File: src/ospw_pkg.sv
// Package: types, constants and codes of the shadowed pixel writer.
`timescale 1ns / 1ps
package ospw_pkg;

  // Shadow geometry
  localparam int SHADOW_BYTES = 1024;
  localparam int ROW_STRIDE   = 128;
  localparam int ADDR_W       = $clog2(SHADOW_BYTES);
  // widest byte index: last page times stride plus the largest column
  localparam int IDX_W        = $clog2(31 * ROW_STRIDE + 256);

  // Configuration port
  localparam int CFG_IDX_W  = 1;
  localparam int CFG_DATA_W = 2;
  localparam logic [CFG_IDX_W-1:0] REG_PANEL_TYPE = 1'd0;
  localparam logic [CFG_IDX_W-1:0] REG_FLIP       = 1'd1;

  // Panel types with offsets
  localparam logic [1:0] PANEL_64X32  = 2'd2;
  localparam logic [1:0] PANEL_132X64 = 2'd3;
  localparam logic [8:0] COL_OFS_64X32  = 9'd32;
  localparam logic [8:0] COL_OFS_132X64 = 9'd2;
  localparam logic [5:0] PAGE_OFS_64X32 = 6'd4;

  // Frame kinds
  localparam logic [1:0] KIND_NONE = 2'd0;
  localparam logic [1:0] KIND_CMD  = 2'd1;
  localparam logic [1:0] KIND_DATA = 2'd2;

  // Status codes
  localparam logic [1:0] ST_WRITTEN = 2'd0;
  localparam logic [1:0] ST_SAME    = 2'd1;
  localparam logic [1:0] ST_OFF     = 2'd2;

  // Panel command bytes
  localparam logic [7:0] CMD_PAGE   = 8'hB0;
  localparam logic [7:0] CMD_COL_LO = 8'h00;
  localparam logic [7:0] CMD_COL_HI = 8'h10;

  typedef struct packed {
    logic [7:0] pixel_x;
    logic [7:0] pixel_y;
    logic       color;
  } in_item_t;

  typedef struct packed {
    logic [1:0] frame_kind;
    logic [7:0] payload;
    logic [1:0] status;
    logic       last;
  } out_item_t;

  typedef enum logic [2:0] {
    S_CLEAR,
    S_IDLE,
    S_READ,
    S_CMP,
    S_LOW,
    S_HIGH,
    S_DATA
  } state_t;

  // Which result beat the datapath loads into its output register
  typedef enum logic [2:0] {
    EMIT_NONE,
    EMIT_OFF,
    EMIT_SAME,
    EMIT_PAGE,
    EMIT_LOW,
    EMIT_HIGH,
    EMIT_DATA
  } emit_t;

  typedef struct packed {
    logic  clr_step;
    logic  accept;
    logic  wr_back;
    emit_t emit;
  } ctrl_cmd_t;

  typedef struct packed {
    logic clr_done;
    logic off_screen;
    logic unchanged;
  } dp_status_t;

endpackage

File: src/ospw_ctrl.sv
// Controller: sequences clearing, lookup, compare and the four frame beats.
`timescale 1ns / 1ps
module ospw_ctrl (
  input  logic               clk,
  input  logic               rst_n,
  input  logic               start,
  output logic               busy,
  input  ospw_pkg::dp_status_t st,
  output ospw_pkg::ctrl_cmd_t  cmd
);

  ospw_pkg::state_t state_r, state_nxt;

  // state register
  always_ff @(posedge clk) begin
    if (!rst_n) begin
      state_r <= ospw_pkg::S_CLEAR;
    end else begin
      state_r <= state_nxt;
    end
  end

  // next state
  always_comb begin
    state_nxt = state_r;
    case (state_r)
      ospw_pkg::S_CLEAR: begin
        if (st.clr_done) state_nxt = ospw_pkg::S_IDLE;
      end
      ospw_pkg::S_IDLE: begin
        if (start) state_nxt = ospw_pkg::S_READ;
      end
      ospw_pkg::S_READ: begin
        state_nxt = st.off_screen ? ospw_pkg::S_IDLE : ospw_pkg::S_CMP;
      end
      ospw_pkg::S_CMP: begin
        state_nxt = st.unchanged ? ospw_pkg::S_IDLE : ospw_pkg::S_LOW;
      end
      ospw_pkg::S_LOW:  state_nxt = ospw_pkg::S_HIGH;
      ospw_pkg::S_HIGH: state_nxt = ospw_pkg::S_DATA;
      ospw_pkg::S_DATA: state_nxt = ospw_pkg::S_IDLE;
      default:          state_nxt = ospw_pkg::S_CLEAR;
    endcase
  end

  // outputs
  always_comb begin
    cmd.clr_step = 1'b0;
    cmd.accept   = 1'b0;
    cmd.wr_back  = 1'b0;
    cmd.emit     = ospw_pkg::EMIT_NONE;
    busy         = 1'b1;
    case (state_r)
      ospw_pkg::S_CLEAR: cmd.clr_step = 1'b1;
      ospw_pkg::S_IDLE: begin
        busy       = 1'b0;
        cmd.accept = start;
      end
      ospw_pkg::S_READ: begin
        if (st.off_screen) cmd.emit = ospw_pkg::EMIT_OFF;
      end
      ospw_pkg::S_CMP: begin
        if (st.unchanged) begin
          cmd.emit = ospw_pkg::EMIT_SAME;
        end else begin
          cmd.wr_back = 1'b1;
          cmd.emit    = ospw_pkg::EMIT_PAGE;
        end
      end
      ospw_pkg::S_LOW:  cmd.emit = ospw_pkg::EMIT_LOW;
      ospw_pkg::S_HIGH: cmd.emit = ospw_pkg::EMIT_HIGH;
      ospw_pkg::S_DATA: cmd.emit = ospw_pkg::EMIT_DATA;
      default:          cmd.emit = ospw_pkg::EMIT_NONE;
    endcase
  end

endmodule

File: config.mk
export PLATFORM = sky130hd
export DESIGN_NAME = ospw_ctrl
export DESIGN_NICKNAME = d
export VERILOG_FILES = /design/src/ospw_pkg.sv /design/src/ospw_ctrl.sv
export SDC_FILE = /design/constraint.sdc
export NUM_CORES = 1
export LEC_CHECK = 0
export BUFFER_PORTS_ARGS = -buffer_cell sky130_fd_sc_hd__buf_4
export CORE_AREA = 10 10 47 49
export CTS_CLUSTER_SIZE = 20
export DETAILED_ROUTE_END_ITERATION = 16
export DIE_AREA = 0 0 57 59
export PLACE_DENSITY = 0.48
export SYNTH_ARGS = -nofsm -noshare
export SYNTH_HDL_FRONTEND = slang
export SYNTH_SLANG_ARGS = --single-unit
File: constraint.sdc
create_clock -name clk -period 1.4 [get_ports clk]
set_input_delay 0.14 -clock clk [delete_from_list [all_inputs] [get_ports clk]]
set_output_delay 0.14 -clock clk [all_outputs]
set_load 0.05 [all_outputs]
==> impl_metrics.json, run 1 <==
{
  "status": "completed",
  "grt_pass1_vias": 281,
  "dr.pass1.iters": 3,
  "ys_types": 19,
  "ir_drop_uv": 425.9,
  "cts_tree": "yes",
  "grt_overflow": 0,
  "synth_area_leaders": "dfxtp_1, nor2b_1, o21ai_0, a21boi_0, o21a_1",
  "clk_latency_ps": 230,
  "synth_top_area_share_pct": 25.26,
  "worst-setup-path-type": "flip-flop to output pin",
  "worst_clock_skew_ps": 0.5368,
  "min_path_type": "input port to flip-flop",
  "yosys.area_share.adder_pct": 0,
  "drive_gt1_share_pct": 56.52,
  "nets": 53,
  "htree_levels": 1,
  "synthSimpleGateAreaFrac_pct": 40.53,
  "globalplace.congestion": 0.8022,
  "initial_utilization_pct": 16.96,
  "die_h_um": 59,
  "port_buffers": 12,
  "synth_xor_area_share_pct": 0,
  "r2r-end": "state_r[0]$_SDFFE_PN0P_",
  "critPathMaxFanout": 7,
  "r2r_setup_slack_ps": 340,
  "tightest_slew_ps": 298.1,
  "routed_wl_um": 708,
  "netlist_instances": 30,
  "rsz0062_at_grt": "no",
  "grt.total_usage_pct": 4.310,
  "largest_reg_flops": 3,
  "reg2reg_from": "state_r[1]$_SDFFE_PN0P_",
  "dpl.hpwl_um": 582.5,
  "vias_per_cell": 4.145,
  "synth_area_um2": 237.7,
  "multi_input_area_um2": 173.9,
  "yosysSeqAreaShare_pct": 25.26,
  "pwr-share-clk_pct": 38.9,
  "synth_top_family_by_area": "simple AND/OR/NAND/NOR gates",
  "cts_sinks": 3,
  "reg_top3": "state_r: 3 flops",
  "end_kind": "output pin",
  "synth_compound_area_share_pct": 25.79,
  "worstPathRequired_ps": 1260,
  "numCtsBuffers": 3,
  "startpoint_type": "flip-flop",
  "internal_power_mw": 0.2531,
  "postRouteAntennaNets": 0,
  "final-setup-viol-count": 0,
  "hold_viol": 0,
  "arrival_ps": 1210,
  "cts_setup_buffers": 0,
  "yosys.area.top_type": "dfxtp_1",
  "ios": 13,
  "switching_power_mw": 0.1336,
  "areaGrowthSynthToFinish_pct": 74.74,
  "combPwrFrac_pct": 34.4,
  "seq_area_um2": 67.56,
  "cellPowerDensity_nw_per_um2": 931.0,
  "ys_warn_count": 0,
  "p_leak_nw": 0.1694,
  "post-route-util_pct": 29.64,
  "max_flop_register": "state_r",
  "clk_path_buf_depth": 2,
  "max_freq_mhz": 742.7,
  "n_antenna_cell": 0,
  "clkTransAtPathRegs_ps": 40,
  "die-area_um2": 3363,
  "wire_per_inst_um": 11.42,
  "grt_max_degree": 10,
  "timing.final.crit_share_pct": 96.18,
  "antenna_found_initial": 0,
  "synth-seq-cells": 3,
  "grt_pass1_wl_um": 1166,
  "pwr-share-seq_pct": 26.7,
  "dr_total_vias": 257,
  "cp-endpoint": "cmd[4]",
  "swShare_pct": 34.55,
  "drcViolationCount": 0,
  "rows": 14,
  "synth.avg_cell_area_um2": 7.924,
  "synth_mux_area_share_pct": 0,
  "cap_violations": 0,
  "worstSetupStartpoint": "state_r[1]$_SDFFE_PN0P_",
  "core_area_um2": 1401,
  "dr.first_iter.drc_count": 2,
  "chipWidth_um": 57,
  "cts_root_buf": "clkbuf_4",
  "hold_slack_ps": 142.1,
  "drv_slew": 0,
  "n_fill_cell": 160,
  "r2r_cells": 3,
  "slew_headroom_pct": 79.88,
  "synth_nets": 36,
  "period_needed_ps": 1346
}
worst max-delay path: stages (launching register included):
cell	delay, ps
dfxtp_4	350
buf_6	120
or2_4	250
nor2_4	90
buf_8	150
stage by stage:
stage	setup slack, ps	cells	total power, mW	TNS, ps	area [um2]
after CTS	20.85	62	0.3964	0	399.1
after floorplan	-143.2	30	0.1910	-143.2	251.5
after global placement	172.8	58	0.2318	0	364.1
after global routing	12.31	62	0.4149	0	415.4
final	53.54	62	0.3867	0	415.4
after detailed placement	139.6	58	0.2326	0	364.1
per-layer routing:
layer / track usage (%) / up-vias / wire (um)
met4: 3.020 / 0 / 0
li1: - / 134 / -
met3: 1.931 / 0 / 45
met1: 4.953 / 116 / 331
met5: 0 / - / 0
met2: 6.202 / 7 / 332
worst min-delay path by stage:
stage	from	end	slack [ps]	cells past startpoint
detailed placement	rst_n	state_r[1]$_SDFFE_PN0P_	380	2
CTS	rst_n	state_r[2]$_SDFFE_PN0P_	130	2
floorplan	rst_n	state_r[2]$_SDFFE_PN0P_	260	1
global route	rst_n	state_r[2]$_SDFFE_PN0P_	150	2
global placement	rst_n	state_r[2]$_SDFFE_PN0P_	380	2
finish	rst_n	state_r[2]$_SDFFE_PN0P_	140	2
kinds of logic after synthesis:
family	after synthesis
AND/OR/NAND/NOR	14
AO/OA/AOI/OAI	9
buffers and inverters	4
flip-flops	3
placed cells by master, fill, tap and decap left out:
| master | n |
|---|---|
| a21boi_1 | 1 |
| a21boi_2 | 1 |
| buf_4 | 11 |
| buf_6 | 2 |
| buf_8 | 1 |
| clkbuf_1 | 1 |
| clkbuf_4 | 3 |
| dfxtp_1 | 1 |
| dfxtp_4 | 2 |
| inv_1 | 2 |
| nand2_1 | 1 |
| nand2b_4 | 1 |
| nand3b_1 | 1 |
| nor2_1 | 1 |
| nor2_4 | 1 |
| nor2b_1 | 3 |
| nor2b_2 | 2 |
| nor3_1 | 1 |
| nor3_2 | 1 |
| nor4b_1 | 1 |
| o21a_1 | 2 |
| o21ai_0 | 2 |
| o21ai_1 | 1 |
| o311ai_0 | 1 |
| o31ai_1 | 1 |
| or2_4 | 1 |
power groups by stage:
stage               combinational, mW  clock (mW)  sequential, mW
floorplan                      0.0904           0           0.101
global placement                0.128           0           0.104
detailed placement              0.128           0           0.104
CTS                             0.131       0.161           0.104
global route                    0.143       0.167           0.105
finish                          0.133       0.151           0.103
area by class of cell:
cell class                 count  area share [%]
clock buffer                   4           6.325
inverter                       2           1.807
tap                           16           4.819
multi-input combinational     23           41.87
sequential                     3           16.27
timing repair buffer          14           28.92
cells in the mapped netlist (all sizes together):
master and number:
nor3 2, inv 2, o21a 2, o311ai 1, buf 1, nand2 1
nor2 2, a21boi 2, dfxtp 3, nand2b 1, nor2b 5, clkbuf 1
o21ai 3, o31ai 1, or2 1, nor4b 1, nand3b 1
timing repair:
action                                  CTS  global route
hold buffers                              0             0
endpoints found under the setup margin    4             3
gates resized for setup                   4             5
(Power assumes the default switching activity.)
==> run 2, diff against run 1 <==
HOLD_SLACK_MARGIN = 0.05   (was unset)
PLACE_DENSITY = 0.49   (was 0.48)
clock period = 1.2 ns   (was 1.4 ns; I/O delays follow)
==> impl_metrics.json, run 2 (synthesized netlist as in run 1, its figures left out) <==
{
  "status": "complete, but fails checks",
  "violations": "negative setup slack",
  "worstPathRequired_ps": 1080,
  "nets": 58,
  "cts_setup_buffers": 0,
  "max_freq_mhz": 775.5,
  "finalWorstSetupSlack_ps": -89.46,
  "core_area_um2": 1401,
  "hold_slack_ps": 121.4,
  "dr.pass1.iters": 2,
  "crit_family": "flip-flops",
  "grt.total_usage_pct": 4.661,
  "initial_utilization_pct": 16.96,
  "critPathMaxFanout": 5,
  "wire_per_inst_um": 10.34,
  "clk_latency_ps": 240,
  "holdBufCountCts": 0,
  "dpl.hpwl_um": 564.3,
  "htree_levels": 1,
  "largest_reg_flops": 3,
  "die_h_um": 59,
  "grt_pass1_vias": 308,
  "rows": 14,
  "slew_headroom_pct": 79.35,
  "period_needed_ps": 1289,
  "worst_clock_skew_ps": 3.354,
  "ir_drop_uv": 541.9,
  "drive_gt1_share_pct": 66.67,
  "dp.cells": 63,
  "timing.final.crit_share_pct": 107.5,
  "reg_top3": "state_r: 3 flops",
  "n_antenna_cell": 0,
  "globalplace.congestion": 0.7200,
  "antenna_found_initial": 0,
  "cp_common_cell": "buf_6",
  "arrival_ps": 1170,
  "dr.first_iter.drc_count": 2,
  "pre_cts_ws_ps": 71.21,
  "p_leak_nw": 0.2051,
  "crit_path_top_delay_cell": "dfxtp_2",
  "min_path_type": "input port to flip-flop",
  "clk_path_buf_depth": 2,
  "postRouteAntennaNets": 0,
  "port_buffers": 12,
  "cts_tree": "yes",
  "worst-setup-path-type": "flip-flop to output pin",
  "startpoint_type": "flip-flop",
  "ios": 13,
  "final-setup-viol-count": 7,
  "crit_chain": "buf_6 -> or2_4 -> nor2_4 -> buf_6",
  "grt_overflow": 0,
  "end_kind": "output pin",
  "grt_max_degree": 7,
  "hold_viol": 0,
  "rsz0062_at_grt": "yes",
  "cap_violations": 0,
  "vias_per_cell": 4.149,
  "drv_slew": 0,
  "die-area_um2": 3363,
  "clkTransAtPathRegs_ps": 40,
  "routed_wl_um": 693,
  "slowest_delay_ps": 330,
  "grt_pass1_wl_um": 1242,
  "fin_cells": 67,
  "dr_total_vias": 278,
  "tightest_slew_ps": 305.8,
  "numCtsBuffers": 3,
  "areaGrowthSynthToFinish_pct": 105.8,
  "mostFrequentLayoutCell": "buf_4",
  "layout_common_cells": "buf_4, buf_6, nor2b_1, clkbuf_4",
  "cts_sinks": 3,
  "cts_root_buf": "clkbuf_4",
  "n_fill_cell": 158,
  "critPathBufInv": 2,
  "max_flop_register": "state_r",
  "drcViolationCount": 0,
  "cellPowerDensity_nw_per_um2": 1011,
  "setup_tns_ps": -260.6,
  "chipWidth_um": 57,
  "total_power_mw": 0.4944
}
==> run 2: cell count changes in the layout (fill, tap and decap cells not counted), sizes merged <==
cell	change
buf	+5
==> run 2: repair_timing <==
item / CTS / global route
endpoints found under the setup margin: 7 / 7
resized for setup: 15 / 2
pin swaps: 2 / 2
==> run 2: where the power goes <==
part	internal, mW	total (mW)	switching [mW]
Clock	0.125	0.185	0.0602
Combinational	0.0879	0.192	0.104
Sequential	0.108	0.117	0.00947
Total	0.321	0.494	0.173
==> run 2: metrics by stage <==
step / instance area [um2] / util (%)
after floorplan: 259.0 / -
after global placement: 409.1 / 29.20
after detailed placement: 409.1 / 29.20
after CTS: 481.7 / 34.38
after global routing: 489.2 / 34.91
final: 489.2 / 34.91
==> run 2: final cells by class <==
| type | instances | area, um2 | area share [%] |
|---|---|---|---|
| repair buffers | 19 | 176.4 | 36.06 |
| inverters | 2 | 7.507 | 1.535 |
| well taps | 16 | 20.02 | 4.092 |
| flip-flops and latches | 3 | 66.31 | 13.55 |
| clock buffers | 4 | 26.28 | 5.371 |
| multi-input cells | 23 | 192.7 | 39.39 |
==> run 2: worst register-to-register path: stages, from the launching register on <==
cell and delay, ps:
dfxtp_2 310, buf_4 140, o311ai_0 330, o31ai_1 120
==> run 2: worst paths after layout <==
check / from / to / slack, ps / cells past startpoint
setup / recovery: state_r[1]$_SDFFE_PN0P_ / cmd[4] / -90 / 4
hold / removal: rst_n / state_r[2]$_SDFFE_PN0P_ / 120 / 2
setup reg to reg: state_r[2]$_SDFFE_PN0P_ / state_r[0]$_SDFFE_PN0P_ / 170 / 3
hold reg to reg: state_r[1]$_SDFFE_PN0P_ / state_r[2]$_SDFFE_PN0P_ / 570 / 2
==> run 2: metal layers <==
metal	GRT usage, %	up-vias	wire (um)
met5	0	-	0
met4	3.020	0	0
met3	2.790	0	59
met2	7.597	7	357
met1	4.379	124	276
li1	-	147	-
==> run 3, diff against run 2 <==
CAP_MARGIN = 25   (was unset)
RECOVER_POWER = 100   (was unset)
==> impl_metrics.json, run 3 (synthesized netlist as in run 1, its figures left out) <==
{
  "post-route-util_pct": 34.73,
  "cap_violations": 0,
  "slew_headroom_pct": 79.35,
  "pwr-share-seq_pct": 23.8,
  "tightest_slew_ps": 305.8,
  "dr.first_iter.drc_count": 2,
  "largest_reg_flops": 3,
  "rows": 14,
  "pre_cts_ws_ps": 71.21,
  "dr_total_vias": 278,
  "hold_viol": 0,
  "grt_pass1_wl_um": 1242,
  "clk_latency_ps": 240,
  "swShare_pct": 35.11,
  "globalplace.congestion": 0.7200,
  "finalWorstSetupSlack_ps": -89.46,
  "grt_pass1_vias": 308,
  "nets": 58,
  "ios": 13,
  "areaGrowthSynthToFinish_pct": 104.7,
  "arrival_ps": 1170,
  "grt.total_usage_pct": 4.661,
  "max_freq_mhz": 775.5,
  "drcViolationCount": 0,
  "die-area_um2": 3363,
  "grt_overflow": 0,
  "min_path_type": "input port to flip-flop",
  "seq_area_um2": 66.31,
  "ir_drop_uv": 551.3,
  "end_kind": "output pin",
  "timing.final.crit_share_pct": 107.5,
  "postRouteAntennaNets": 0,
  "reg_top3": "state_r: 3 flops",
  "status": "complete, but fails checks",
  "max_flop_register": "state_r",
  "antenna_found_initial": 0,
  "wire_per_inst_um": 10.34,
  "switching_power_mw": 0.1735,
  "routed_wl_um": 693,
  "combPwrFrac_pct": 38.7,
  "chipWidth_um": 57,
  "dpl.hpwl_um": 564.3,
  "initial_utilization_pct": 16.96,
  "port_buffers": 12,
  "drv_slew": 0,
  "cts_root_buf": "clkbuf_4",
  "n_fill_cell": 158,
  "period_needed_ps": 1289,
  "violations": "negative setup slack",
  "htree_levels": 1,
  "p_leak_nw": 0.2043,
  "r2r_setup_slack_ps": 170,
  "numCtsBuffers": 3,
  "layout_common_cells": "buf_4, buf_6, nor2b_1, clkbuf_4",
  "placed_area_um2": 409.1,
  "internal_power_mw": 0.3206,
  "rsz0062_at_grt": "yes",
  "dr.pass1.iters": 2,
  "worst_clock_skew_ps": 3.354,
  "cts_sinks": 3,
  "design_area_um2": 486.7,
  "drive_gt1_share_pct": 66.67,
  "multi_input_area_um2": 192.7,
  "die_h_um": 59,
  "clk_path_buf_depth": 2,
  "worst-setup-path-type": "flip-flop to output pin",
  "grt_max_degree": 7,
  "vias_per_cell": 4.149,
  "core_area_um2": 1401,
  "cellPowerDensity_nw_per_um2": 1015,
  "cts_tree": "yes",
  "worstPathRequired_ps": 1080,
  "critPathMaxFanout": 5,
  "clkTransAtPathRegs_ps": 40,
  "pwr-share-clk_pct": 37.5,
  "startpoint_type": "flip-flop",
  "final-setup-viol-count": 7,
  "n_antenna_cell": 0
}
[run 3: changes by cell type in the layout (fill, tap and decap cells not counted)]
cell	before	now
clkbuf_2	0	1
buf_4	10	9
[run 3: per-stage QoR]
step | instances | power, mW | hold slack, ps | TNS, ps
floorplan | 30 | 0.2246 | 237.5 | -365.7
global placement | 63 | 0.2886 | 360.8 | 0
detailed placement | 63 | 0.2885 | 356.4 | 0
CTS | 67 | 0.5018 | 108.9 | -402.9
global route | 67 | 0.5270 | 136.7 | -675.9
finish | 67 | 0.4941 | 121.4 | -259.5
[run 3: routing by layer]
layer  up-vias  share of wire (%)  wire length [um]  global-route usage (%)
met2         7                 51               356                   7.597
met1       124                 40               277                   4.379
met4         0                  0                 0                   3.020
met3         0                8.5                59                   2.790
met5         -                  0                 0                       0
li1        147                  -                 -                       -
[run 3: cell type report]
class,instances,share of cell area (%)
clock buffer,4,5.398
inverter,2,1.542
multi-input combinational,23,39.59
sequential,3,13.62
tap,16,4.113
timing repair buffer,19,35.73
[run 3: path summary, 6_finish.rpt]
kind | from | to | depth (start not counted)
min | rst_n | state_r[2]$_SDFFE_PN0P_ | 2
max reg2reg | state_r[2]$_SDFFE_PN0P_ | state_r[0]$_SDFFE_PN0P_ | 3
min reg2reg | state_r[1]$_SDFFE_PN0P_ | state_r[2]$_SDFFE_PN0P_ | 2
max | state_r[1]$_SDFFE_PN0P_ | cmd[4] | 4
[run 3: critical path, stage by stage (launching register included)]
cell and delay [ps]:
dfxtp_2 330, buf_6 120, or2_4 250, nor2_4 80, buf_6 150
[run 3: power groups by stage]
| stage | combinational, mW | sequential (mW) | clock [mW] |
|---|---|---|---|
| after CTS | 0.190 | 0.117 | 0.195 |
| after global routing | 0.205 | 0.119 | 0.203 |
| after floorplan | 0.107 | 0.118 | 0 |
| final | 0.191 | 0.117 | 0.185 |
| after global placement | 0.171 | 0.117 | 0 |
| after detailed placement | 0.171 | 0.118 | 0 |
[run 3: what timing repair did]
action,CTS,global route
setup buffers,0,0
hold buffers,0,0
setup endpoints to repair,7,7
gates resized for setup,15,2
pin swaps,2,2
